$ cat src/rtl/core/efd_pkg.sv
// shared types, marker codes, status codes and the crc-32 byte update
// for the escaped frame deframer; no dependencies
package efd_pkg;

    typedef logic [7:0]  t_byte;
    typedef logic [1:0]  t_status;
    typedef logic [31:0] t_crc;
    typedef logic [2:0]  t_fill;

    localparam t_byte MARK_START = 8'h53;
    localparam t_byte MARK_END   = 8'h45;
    localparam t_byte MARK_ESC   = 8'h40;

    localparam int    TRAILER_LEN = 4;
    localparam t_fill TRAILER_FULL = t_fill'(TRAILER_LEN);

    localparam logic KIND_DATA = 1'b0;
    localparam logic KIND_END  = 1'b1;

    localparam t_status ST_GOOD    = 2'd0;
    localparam t_status ST_SHORT   = 2'd1;
    localparam t_status ST_BAD_CRC = 2'd2;

    localparam t_crc CRC_INIT = 32'hFFFF_FFFF;
    localparam t_crc CRC_POLY = 32'hEDB8_8320;

    // reflected crc-32, one byte, bitwise
    function automatic t_crc crc32_byte(input t_crc crc_in, input t_byte data);
        t_crc c;
        c = crc_in ^ {24'd0, data};
        for (int k = 0; k < 8; k++) begin
            c = c[0] ? ((c >> 1) ^ CRC_POLY) : (c >> 1);
        end
        return c;
    endfunction

endpackage

$ cat src/rtl/core/efd_if.sv
// valid/ready stream interfaces for the raw byte input and the result output
// depends on efd_pkg
interface efd_in_if;
    logic           valid;
    logic           ready;
    efd_pkg::t_byte rx_byte;

    modport source (output valid, output rx_byte, input ready);
    modport sink   (input valid, input rx_byte, output ready);
endinterface

interface efd_out_if;
    logic             valid;
    logic             ready;
    logic             out_kind;
    efd_pkg::t_byte   out_byte;
    efd_pkg::t_status frame_status;

    modport source (output valid, output out_kind, output out_byte, output frame_status,
                    input ready);
    modport sink   (input valid, input out_kind, input out_byte, input frame_status,
                    output ready);
endinterface

$ cat src/rtl/core/escaped_frame_deframer_crc32.sv
// Escaped frame deframer with CRC-32 trailer check.
//
// i_rx carries one raw line byte per transaction. While hunting, two 'S'
// bytes in a row open a frame; inside a frame '@' makes the next byte a
// literal, an unescaped 'E' closes the frame and an unescaped 'S' closes it
// and counts as the first start byte of the next one. Decoded bytes pass a
// four-byte delay line; bytes leaving it come out on o_res as payload
// (out_kind 0) and feed the CRC. At frame end o_res gives one status
// transaction (out_kind 1): good, too short, or CRC mismatch against the
// little-endian trailer. Payload is sent before the check, so the receiver
// drops it on a bad status. Hunt bytes, opening start markers and escape markers give no transaction.
//
// Latency: a result appears on o_res the cycle after the byte that causes
// it. Throughput: one byte per cycle; i_rx.ready stays high while the output
// register is empty or being drained, so a stalled receiver holds at most one
// result and backs pressure onto i_rx only while it stalls.
// Reset (i_rst_n low, synchronous) returns to hunting with no result pending.
// depends on efd_pkg and efd_if
module escaped_frame_deframer_crc32 (
    input  logic      i_clk,
    input  logic      i_rst_n,
    efd_in_if.sink    i_rx,
    efd_out_if.source o_res
);
    import efd_pkg::*;

    logic    r_seen, n_seen;
    logic    r_in_frame, n_in_frame;
    logic    r_esc, n_esc;
    t_fill   r_fill, n_fill;
    t_crc    r_crc, n_crc;
    t_byte   r_dly [TRAILER_LEN];
    t_byte   n_dly [TRAILER_LEN];

    logic    r_out_valid;
    logic    r_out_kind;
    t_byte   r_out_byte;
    t_status r_out_status;

    logic    in_rdy;
    logic    acc;
    t_byte   c;
    logic    do_push;
    logic    produce;
    logic    res_kind;
    t_byte   res_byte;
    t_status res_status;
    t_status verdict;

    assign in_rdy     = !r_out_valid || o_res.ready;
    assign i_rx.ready = in_rdy;
    assign acc        = i_rx.valid && in_rdy;
    assign c          = i_rx.rx_byte;

    // trailer holds oldest byte in the low position
    always_comb begin
        if (r_fill < TRAILER_FULL) begin
            verdict = ST_SHORT;
        end else if ({r_dly[3], r_dly[2], r_dly[1], r_dly[0]} == ~r_crc) begin
            verdict = ST_GOOD;
        end else begin
            verdict = ST_BAD_CRC;
        end
    end

    always_comb begin
        n_seen     = r_seen;
        n_in_frame = r_in_frame;
        n_esc      = r_esc;
        n_fill     = r_fill;
        n_crc      = r_crc;
        n_dly      = r_dly;
        do_push    = 1'b0;
        produce    = 1'b0;
        res_kind   = KIND_DATA;
        res_byte   = '0;
        res_status = ST_GOOD;

        if (acc) begin
            if (!r_in_frame) begin
                if (c == MARK_START && !r_seen) begin
                    n_seen = 1'b1;
                end else if (c == MARK_START) begin
                    n_seen     = 1'b0;
                    n_in_frame = 1'b1;
                    n_esc      = 1'b0;
                    n_fill     = '0;
                    n_crc      = CRC_INIT;
                end else begin
                    n_seen = 1'b0;
                end
            end else if (r_esc) begin
                n_esc   = 1'b0;
                do_push = 1'b1;
            end else if (c == MARK_ESC) begin
                n_esc = 1'b1;
            end else if (c == MARK_END || c == MARK_START) begin
                produce    = 1'b1;
                res_kind   = KIND_END;
                res_status = verdict;
                n_in_frame = 1'b0;
                n_seen     = (c == MARK_START);
            end else begin
                do_push = 1'b1;
            end
        end

        if (do_push) begin
            if (r_fill < TRAILER_FULL) begin
                n_dly[r_fill[1:0]] = c;
                n_fill             = r_fill + t_fill'(1);
            end else begin
                for (int i = 0; i < TRAILER_LEN - 1; i++) begin
                    n_dly[i] = r_dly[i + 1];
                end
                n_dly[TRAILER_LEN - 1] = c;
                n_crc    = crc32_byte(r_crc, r_dly[0]);
                produce  = 1'b1;
                res_kind = KIND_DATA;
                res_byte = r_dly[0];
            end
        end
    end

    always_ff @(posedge i_clk) begin
        if (!i_rst_n) begin
            r_seen      <= 1'b0;
            r_in_frame  <= 1'b0;
            r_esc       <= 1'b0;
            r_fill      <= '0;
            r_crc       <= CRC_INIT;
            r_out_valid <= 1'b0;
        end else begin
            r_seen     <= n_seen;
            r_in_frame <= n_in_frame;
            r_esc      <= n_esc;
            r_fill     <= n_fill;
            r_crc      <= n_crc;
            if (acc && produce) begin
                r_out_valid <= 1'b1;
            end else if (o_res.ready) begin
                r_out_valid <= 1'b0;
            end
        end
    end

    always_ff @(posedge i_clk) begin
        r_dly <= n_dly;
        if (acc && produce) begin
            r_out_kind   <= res_kind;
            r_out_byte   <= res_byte;
            r_out_status <= res_status;
        end
    end

    assign o_res.valid        = r_out_valid;
    assign o_res.out_kind     = r_out_kind;
    assign o_res.out_byte     = r_out_byte;
    assign o_res.frame_status = r_out_status;

    // fill count never passes the trailer length
    a_fill_range: assert property (@(posedge i_clk) disable iff (!i_rst_n)
        r_fill <= TRAILER_FULL)
        else $error("delay fill count out of range");

    // an unescaped end marker inside a frame returns to hunting
    a_end_closes: assert property (@(posedge i_clk) disable iff (!i_rst_n)
        acc && r_in_frame && !r_esc && c == MARK_END |=> !r_in_frame && !r_seen)
        else $error("end marker did not close the frame");

    // a frame end always yields a status result the next cycle
    a_end_result: assert property (@(posedge i_clk) disable iff (!i_rst_n)
        acc && r_in_frame && !r_esc && (c == MARK_END || c == MARK_START)
        |=> r_out_valid && r_out_kind == KIND_END)
        else $error("frame end produced no status");

    // payload results carry a good status code and come from a full delay line
    a_payload_clean: assert property (@(posedge i_clk) disable iff (!i_rst_n)
        r_out_valid && r_out_kind == KIND_DATA |-> r_out_status == ST_GOOD
        && r_fill == TRAILER_FULL)
        else $error("payload result with bad status or partial delay line");

    // status results carry a zero byte
    a_status_byte: assert property (@(posedge i_clk) disable iff (!i_rst_n)
        r_out_valid && r_out_kind == KIND_END |-> r_out_byte == '0)
        else $error("status result with nonzero byte");

endmodule
$ cat src/flat_wrapper.sv
// flat-port wrapper written by rule: the top's interface ports become plain ports
module escaped_frame_deframer_crc32_flat import efd_pkg::*;
  (i_clk, i_rst_n, i_rx_valid, i_rx_rx_byte, i_rx_ready, o_res_valid, o_res_out_kind, o_res_out_byte, o_res_frame_status, o_res_ready);
  efd_in_if i_rx_i ();
  efd_out_if o_res_i ();
  input  logic i_clk;
  input  logic i_rst_n;
  input wire logic [$bits(i_rx_i.valid)-1:0] i_rx_valid;
  input wire logic [$bits(i_rx_i.rx_byte)-1:0] i_rx_rx_byte;
  output wire logic [$bits(i_rx_i.ready)-1:0] i_rx_ready;
  output wire logic [$bits(o_res_i.valid)-1:0] o_res_valid;
  output wire logic [$bits(o_res_i.out_kind)-1:0] o_res_out_kind;
  output wire logic [$bits(o_res_i.out_byte)-1:0] o_res_out_byte;
  output wire logic [$bits(o_res_i.frame_status)-1:0] o_res_frame_status;
  input wire logic [$bits(o_res_i.ready)-1:0] o_res_ready;
  assign i_rx_i.valid = i_rx_valid;
  assign i_rx_i.rx_byte = i_rx_rx_byte;
  assign i_rx_ready = i_rx_i.ready;
  assign o_res_valid = o_res_i.valid;
  assign o_res_out_kind = o_res_i.out_kind;
  assign o_res_out_byte = o_res_i.out_byte;
  assign o_res_frame_status = o_res_i.frame_status;
  assign o_res_i.ready = o_res_ready;
  escaped_frame_deframer_crc32 u_core (.i_clk(i_clk), .i_rst_n(i_rst_n), .i_rx(i_rx_i), .o_res(o_res_i));
endmodule
$ cat config.mk
export PLATFORM = sky130hd
export DESIGN_NAME = escaped_frame_deframer_crc32_flat
export DESIGN_NICKNAME = d
export VERILOG_FILES = /design/src/rtl/core/efd_pkg.sv /design/src/rtl/core/efd_if.sv /design/src/rtl/core/escaped_frame_deframer_crc32.sv /design/src/flat_wrapper.sv
export SDC_FILE = /design/constraint.sdc
export NUM_CORES = 1
export LEC_CHECK = 0
export ABC_AREA = 1
export BUFFER_PORTS_ARGS = -buffer_cell sky130_fd_sc_hd__buf_2
export CAP_MARGIN = 30
export CORE_ASPECT_RATIO = 1.25
export CORE_MARGIN = 2
export CORE_UTILIZATION = 55
export DETAILED_ROUTE_END_ITERATION = 8
export PLACE_DENSITY_LB_ADDON = 0.05
export SYNTH_ARGS = -nofsm -noshare
export SYNTH_HDL_FRONTEND = slang
export SYNTH_SLANG_ARGS = --single-unit
$ cat constraint.sdc
create_clock -name i_clk -period 2.3 [get_ports i_clk]
set_input_delay 0.115 -clock i_clk [delete_from_list [all_inputs] [get_ports i_clk]]
set_output_delay 0.115 -clock i_clk [all_outputs]
set_load 0.1 [all_outputs]
==> impl_metrics.ini, run 1 <==
[clock_tree]
hold_buffers = 0
clk_latency_ps = 350
cts-resized-gates = 0
cts_buffers = 9
clockRootBuffer = clkbuf_16
clk_path_buf_depth = 2
postCtsSetupRepairBufs = 0
clock_sinks = 82
cts_tree = built
clkTransAtPathRegs_ps = 60
cts-htree-levels = 3

[synthesis]
synth_edf_count = 43
async_flop_share_pct = 0
yosys_most_used_dff = edfxtp_1
synth_nets = 770
synthTopCellsByCount = 317 x nand2_1, 87 x inv_1, 60 x nor2_1, 52 x nand3_1, 43 x edfxtp_1
yosysTopAreaCell = edfxtp_1
yosysWarnings = 0
synthTopCellsByArea = edfxtp_1 25%, nand2_1 23%, dfxtp_1 15%, inv_1 6.4%, nand3_1 5.1%
synth_most_common_cell = nand2_1
synth_seq_cells = 82
synth.cell_area_um2 = 5090
postSynthCellCount = 752
ys_seq_area_share_pct = 40.7
synth_top_area_share_pct = 25.4
synth.avg_cell_area_um2 = 6.77
synthDistinctLibCells = 29

[run_status]
status = complete, no violations

[global_route]
overflow = 0
grt_antenna_before_repair = 0
grt_pass1_wl_um = 23800
grt_max_degree = 41
grt_usage_pct = 30.1
first_global_vias = 4654

[power]
ir_worst_vdd_v = 0.000427
powerDensity_nw_per_um2 = 548
power.leakage_nw = 2.89

[place]
dpl_cell_area_um2 = 5430
dp_cells = 897
dp_hpwl_um = 11000
routabilityCongestion = 0.972
port_buffers = 24

[layout]
nNetsFinal = 803
seq_area_um2 = 2070
multiInputGateArea_um2 = 2580
diodes = 0
instances_no_fill = 913
drive_gt1_share_pct = 8.86
final_cell_area_um2 = 5740
fillers = 856
area_growth_pct = 12.8

[floorplanning]
die_width_um = 90.0
start_util_pct = 56.1
die-area_um2 = 10000
io_pins = 25
coreArea_um2 = 9080
rows = 39
die_h_um = 112

[sta]
finalMaxSlewViolations = 0
hold_viol = 0
finalCriticalPeriod_ps = 2040
rsz0062_at_grt = no
worst_pin_slew_ps = 631
setup_violations = 0
maxSlewHeadroom_pct = 57.8
tns_ps = 0
clock.fmax_ghz = 0.491
period_share_pct = 88.6
fin_worst_skew_ps = 5.88

[setup_path]
critical-path-slowest-cell = edfxtp_1
path_cells = inv_1, nand2_1, nand2_1, ha_1, nand2_1, a21oi_1, nand4_1, nor2_1, nand2_1, nor2_1, nor2_1
crit_family = simple AND/OR/NAND/NOR gates
crit_path_end_kind = register
cp_slowest_stage_delay_ps = 430
cp.arrival_ps = 2140
timing.critical_path.buf_inv = 1
cp.required_ps = 2400
crit_top_cell = nand2_1
cp_max_fo = 7
startpoint_type = register
path_class = reg -> reg

[route]
routed_wl_um = 14700
firstDrtPassIters = 5
first_iter_violations = 451
wl_per_cell_um = 16.1
drcViolationCount = 0
vias = 5005
via_per_inst = 5.48
ant_nets = 0

[run]
drv_cap = 0

[min_path]
min_path_type = in -> reg
-- cell families after synthesis --
| logic type | count (synthesis) | synth area share, % |
|---|---|---|
| xor+xnor | 29 | 4.99 |
| simple gates | 445 | 35.3 |
| flops | 82 | 40.7 |
| buf+inv | 110 | 8.68 |
| fa+ha+maj | 6 | 1.48 |
| compound gates | 80 | 8.78 |
-- power by group --
group,internal (mW),switching [mW],total (mW)
combinational,0.0204,0.0532,0.0736
sequential,1.53,0.000503,1.53
clock,0.944,0.599,1.54
total,2.49,0.652,3.14
-- stage by stage --
| stage | hold slack [ps] | setup WS, ps | util [%] | power (mW) |
|---|---|---|---|---|
| final | 26.2 | 263 | 63.2 | 3.14 |
| after detailed placement | 385 | 326 | 59.8 | 1.63 |
| after global routing | 34.4 | 161 | 63.2 | 3.22 |
| after CTS | 29.6 | 284 | 63.2 | 3.14 |
| after global placement | 390 | 338 | 59.8 | 1.63 |
| after floorplan | 320 | 106 | - | 1.60 |
-- registers in the layout, indices dropped and copies added, names as in the netlist --
name / count
u_core.o_res.valid: 1
u_core.o_res.out_byte: 8
u_core.r_crc: 32
u_core.o_res.frame_status: 2
u_core.r_dly: 32
u_core.r_in_frame: 1
u_core.r_seen: 1
u_core.r_esc: 1
u_core.r_fill: 3
u_core.o_res.out_kind: 1
-- placed cells by master (no fill, tap or decap), drive strengths merged --
master and n:
nand2 321, inv 88, nor2 64, nand3 53
edfxtp 43, buf 42, dfxtp 39, o22ai 30
a21oi 28, xor2 27, o21ai 20, clkbuf 10
ha 6, nand4 5, clkinv 5, a22oi 2
xnor2 2, bufinv 2, nor3 1, nand3b 1
clkinvlp 1
-- worst paths after layout --
check,cells past startpoint,startpoint,slack (ps),to
hold / removal,3,i_rst_n,30,u_core.r_esc
setup reg to reg,11,u_core.r_dly[28],260,u_core.o_res.frame_status[1]
setup / recovery,11,u_core.r_dly[28],260,u_core.o_res.frame_status[1]
hold reg to reg,2,u_core.r_seen,510,u_core.r_seen
-- metal layers --
metal | GRT usage [%] | part of all wire, %
met4 | 12.9 | 4.1
met2 | 51.9 | 49
met3 | 5.82 | 6.5
met5 | 0 | 0
met1 | 36.7 | 40
-- area by class of cell --
class	count	share of cell area (%)
multi-input combinational	560	45.0
sequential	82	36.1
inverter	90	5.89
timing repair buffer	42	4.89
clock buffer	10	3.99
tap	123	2.68
clock inverter	6	1.42
-- worst register-to-register path, delay by kind of cell, from the launching register on --
kind,cells,cell delay [ps]
buffers and inverters,1,120
and+or+nand+nor,8,920
adders and majority gates,1,220
DFF,1,430
AOI/OAI and AO/OA,1,120
Power figures use the tool's default switching activity.
==> inputs of run 2 (changes only) <==
Settings changed: BUFFER_PORTS_ARGS -buffer_cell sky130_fd_sc_hd__buf_2 to not set, DONT_BUFFER_PORTS set to 1, GPL_TIMING_DRIVEN set to 0.
==> impl_metrics.ini, run 2 (synthesis gave the netlist of run 1 again) <==
[run_status]
status = complete, no violations

[clock_tree]
clk_latency_ps = 340
clock_sinks = 82
clk_path_buf_depth = 2
cts-htree-levels = 3
clkTransAtPathRegs_ps = 60
cts_buffers = 9
cts_tree = built
clockRootBuffer = clkbuf_16

[route]
firstDrtPassIters = 6
routed_wl_um = 15600
first_iter_violations = 508
drcViolationCount = 0
wl_per_cell_um = 17.4
ant_nets = 0
vias = 4981
via_per_inst = 5.57

[sta]
hold_ws_ps = 2.21
tns_ps = 0
finalCriticalPeriod_ps = 2180
clock.fmax_ghz = 0.459
worst_pin_slew_ps = 907
fin_worst_skew_ps = 5.03
rsz0062_at_grt = no
period_share_pct = 94.7
finalMaxSlewViolations = 0
maxSlewHeadroom_pct = 39.7
worst_slack_ps = 121
setup_violations = 0
hold_viol = 0

[global_route]
grt_antenna_before_repair = 0
grt_max_degree = 15
overflow = 0
first_global_vias = 4670
grt_usage_pct = 32.1
grt_pass1_wl_um = 24800

[layout]
nNetsFinal = 784
diodes = 0
seq_area_um2 = 2080
final_cell_mix = 314 x nand2_1, 87 x inv_1, 58 x nor2_1
final_cell_area_um2 = 5620
final_common_cell = nand2_1
fillers = 878
area_growth_pct = 10.5
multiInputGateArea_um2 = 2610
fin_util_pct = 61.9
drive_gt1_share_pct = 6.10

[floorplanning]
die_h_um = 112
io_pins = 25
rows = 39
die-area_um2 = 10000
coreArea_um2 = 9080
die_width_um = 90.0
start_util_pct = 56.1

[place]
port_buffers = 0
pre_cts_slack_ps = -298
routabilityCongestion = 0.993
dpl_cell_area_um2 = 5250
dp_hpwl_um = 11700

[power]
ir_worst_vdd_v = 0.000414
powerDensity_nw_per_um2 = 548
power.leakage_nw = 2.77

[setup_path]
crit_end = u_core.r_crc[7]
ff2ff_setup_slack_ps = 120
crit_path_end_kind = register
startpoint_type = register
r2r_start = u_core.r_dly[24]
cp_max_fo = 10
rr_worst_depth = 10
crit_path_start = u_core.r_dly[24]
cp.arrival_ps = 2380
cp.required_ps = 2510
path_class = reg -> reg
reg2reg_to = u_core.r_crc[7]

[min_path]
min_path_type = in -> reg
hold_depth = 2

[run]
drv_cap = 0
[run 2: layout make-up]
type	instances	share of cell area (%)
Buffer	20	1.98
Clock buffer	12	4.39
Clock inverter	4	0.935
Inverter	90	6.01
Multi-Input combinational cell	560	46.5
Sequential cell	82	36.9
Tap cell	123	2.74
Timing Repair Buffer	3	0.534
[run 2: per-layer routing]
metal,global-route usage [%],vias to the layer above,share of wire [%],wire length [um]
met5,0,-,0,0
met4,15.3,0,3.9,613
met3,4.87,38,6.5,1020
met2,55.4,228,49,7670
met1,39.4,2295,40,6280
li1,-,2420,-,-
[run 2: worst max-delay path: stages (launching register included)]
cell	delay [ps]
edfxtp_1	420
inv_1	130
nand2_1	80
nand2_2	230
nand2_1	90
nand2_1	380
nand2_1	90
nand2_1	100
nor2_1	40
o21ai_0	360
nand3_1	110
[run 2: per-stage QoR]
step / std cells / power, mW
global route: 894 / 3.14
floorplan: 752 / 1.60
CTS: 894 / 3.08
detailed placement: 875 / 1.62
global placement: 875 / 1.61
finish: 894 / 3.08
[run 2: how the worst min path moves through the flow]
stage	from	end	slack, ps
finish	i_rx_rx_byte[7]	u_core.r_dly[7]	2
global route	i_rx_rx_byte[6]	u_core.r_dly[6]	40
global placement	i_rx_rx_byte[2]	u_core.r_dly[2]	330
detailed placement	i_rx_rx_byte[0]	u_core.r_dly[0]	330
CTS	i_rx_rx_byte[7]	u_core.r_dly[7]	2
floorplan	i_rx_rx_byte[2]	u_core.r_dly[2]	320
[run 2: what timing repair did]
action,4_1_cts,5_1_grt
setup endpoints to repair,65,25
hold endpoints to repair,3,0
setup buffers,0,0
hold buffers,3,0
gates resized for setup,6,7
[run 2: power breakdown]
| part | internal, mW | leakage [nW] | switching [mW] |
|---|---|---|---|
| sequential | 1.53 | 0.700 | 0.000454 |
| clock | 0.875 | 0.147 | 0.614 |
| combinational | 0.0164 | 1.92 | 0.0462 |
| total | 2.42 | 2.77 | 0.661 |
==> inputs of run 3 (changes only) <==
Clock period 2.3 ns to 1.8 ns, I/O delays scaled along.
==> impl_metrics.ini, run 3 (synthesis gave the netlist of run 1 again) <==
[sta]
clock.fmax_ghz = 0.516
period_share_pct = 108
tns_ps = -2930
finalCriticalPeriod_ps = 1940
setup_violations = 58
rsz0062_at_grt = yes
hold_viol = 0
worst_slack_ps = -138
hold_ws_ps = 27.5
worst_pin_slew_ps = 999
maxSlewHeadroom_pct = 33.4
fin_worst_skew_ps = 7.99
finalMaxSlewViolations = 0

[global_route]
grt_usage_pct = 33.9
grt_pass1_wl_um = 26300
grt_max_degree = 14
use_met2_pct = 58.8
grtUsageMet3_pct = 4.53
first_global_vias = 4947
grt_antenna_before_repair = 0
overflow = 0
grt_use_met1_pct = 41.0
grt_busiest_layer = met2

[run_status]
status = complete, but fails checks
failed_checks = negative setup slack

[clock_tree]
clk_latency_ps = 350
cts_buffers = 9
clk_path_buf_depth = 2
cts-htree-levels = 3
cts_tree = built
clockRootBuffer = clkbuf_16
clock_sinks = 82
clkTransAtPathRegs_ps = 60

[floorplanning]
coreArea_um2 = 9080
die-area_um2 = 10000
die_h_um = 112
die_width_um = 90.0
io_pins = 25
start_util_pct = 56.1
rows = 39

[setup_path]
rr_worst_depth = 9
cp_max_fo = 6
cp.required_ps = 2080
crit_path_end_kind = register
ff2ff_setup_slack_ps = -140
startpoint_type = register
cp.arrival_ps = 2220
path_class = reg -> reg

[layout]
final_cell_area_um2 = 6840
final_cell_mix = 268 x nand2_1, 81 x inv_1, 49 x nor2_1
fin_util_pct = 75.4
drive_gt1_share_pct = 22.3
area_growth_pct = 34.4
fillers = 650
diodes = 0
nNetsFinal = 829
final_common_cell = nand2_1
instances_no_fill = 939

[power]
ir_worst_vdd_v = 0.000491
powerDensity_nw_per_um2 = 596
power.leakage_nw = 3.22
total_power_mw = 4.08

[route]
first_iter_violations = 667
routed_wl_um = 18900
ant_nets = 0
via_per_inst = 5.90
drcViolationCount = 0
firstDrtPassIters = 8
vias = 5536
wl_per_cell_um = 20.1

[place]
pre_cts_slack_ps = -505
dp_hpwl_um = 11900
dp_cells = 875
dpl_cell_area_um2 = 5280
port_buffers = 0
routabilityCongestion = 0.954

[min_path]
hold_depth = 2
min_path_type = in -> reg

[run]
drv_cap = 0
[run 3: final cells by class]
type / count / area, um2 / share of cell area [%]
repair buffers: 46 / 546 / 7.98
well taps: 123 / 154 / 2.25
plain buffers: 20 / 204 / 2.98
clock inverters: 5 / 78.8 / 1.15
multi-input cells: 562 / 3210 / 46.9
inverters: 90 / 338 / 4.94
clock buffers: 11 / 233 / 3.40
flip-flops and latches: 82 / 2080 / 30.4
[run 3: critical path: stages, from the launching register on]
cell       delay [ps]
dfxtp_4           460
nand2_8           230
nand2_8            90
a21oi_4           190
nand3_4           170
nor2_4            180
buf_8             170
clkbuf_16         160
nand2_1            90
nand2_1           130
[run 3: worst paths after layout]
check	startpoint	end
setup / recovery	u_core.o_res.valid	u_core.r_crc[20]
hold / removal	i_rx_rx_byte[3]	u_core.r_dly[3]
setup reg to reg	u_core.o_res.valid	u_core.r_crc[20]
hold reg to reg	u_core.r_seen	u_core.r_seen
[run 3: routing by layer]
layer / vias to the layer above / routed length [um]
met2: 366 / 9240
met4: 0 / 1230
met5: - / 0
met1: 2547 / 6590
li1: 2516 / -
met3: 107 / 1830
[run 3: what timing repair did]
action,in CTS,in global routing
cloned,1,8
buffers inserted,16,16
hold endpoints to repair,7,0
pin swaps,12,27
hold buffers,7,0
endpoints found under the setup margin,89,87
gates resized for setup,60,133
[run 3: power by group]
part	leakage [nW]	switching, mW	internal (mW)
Combinational	2.34	0.0751	0.0367
Sequential	0.739	0.000585	1.95
Clock	0.143	0.801	1.21
Total	3.22	0.877	3.20
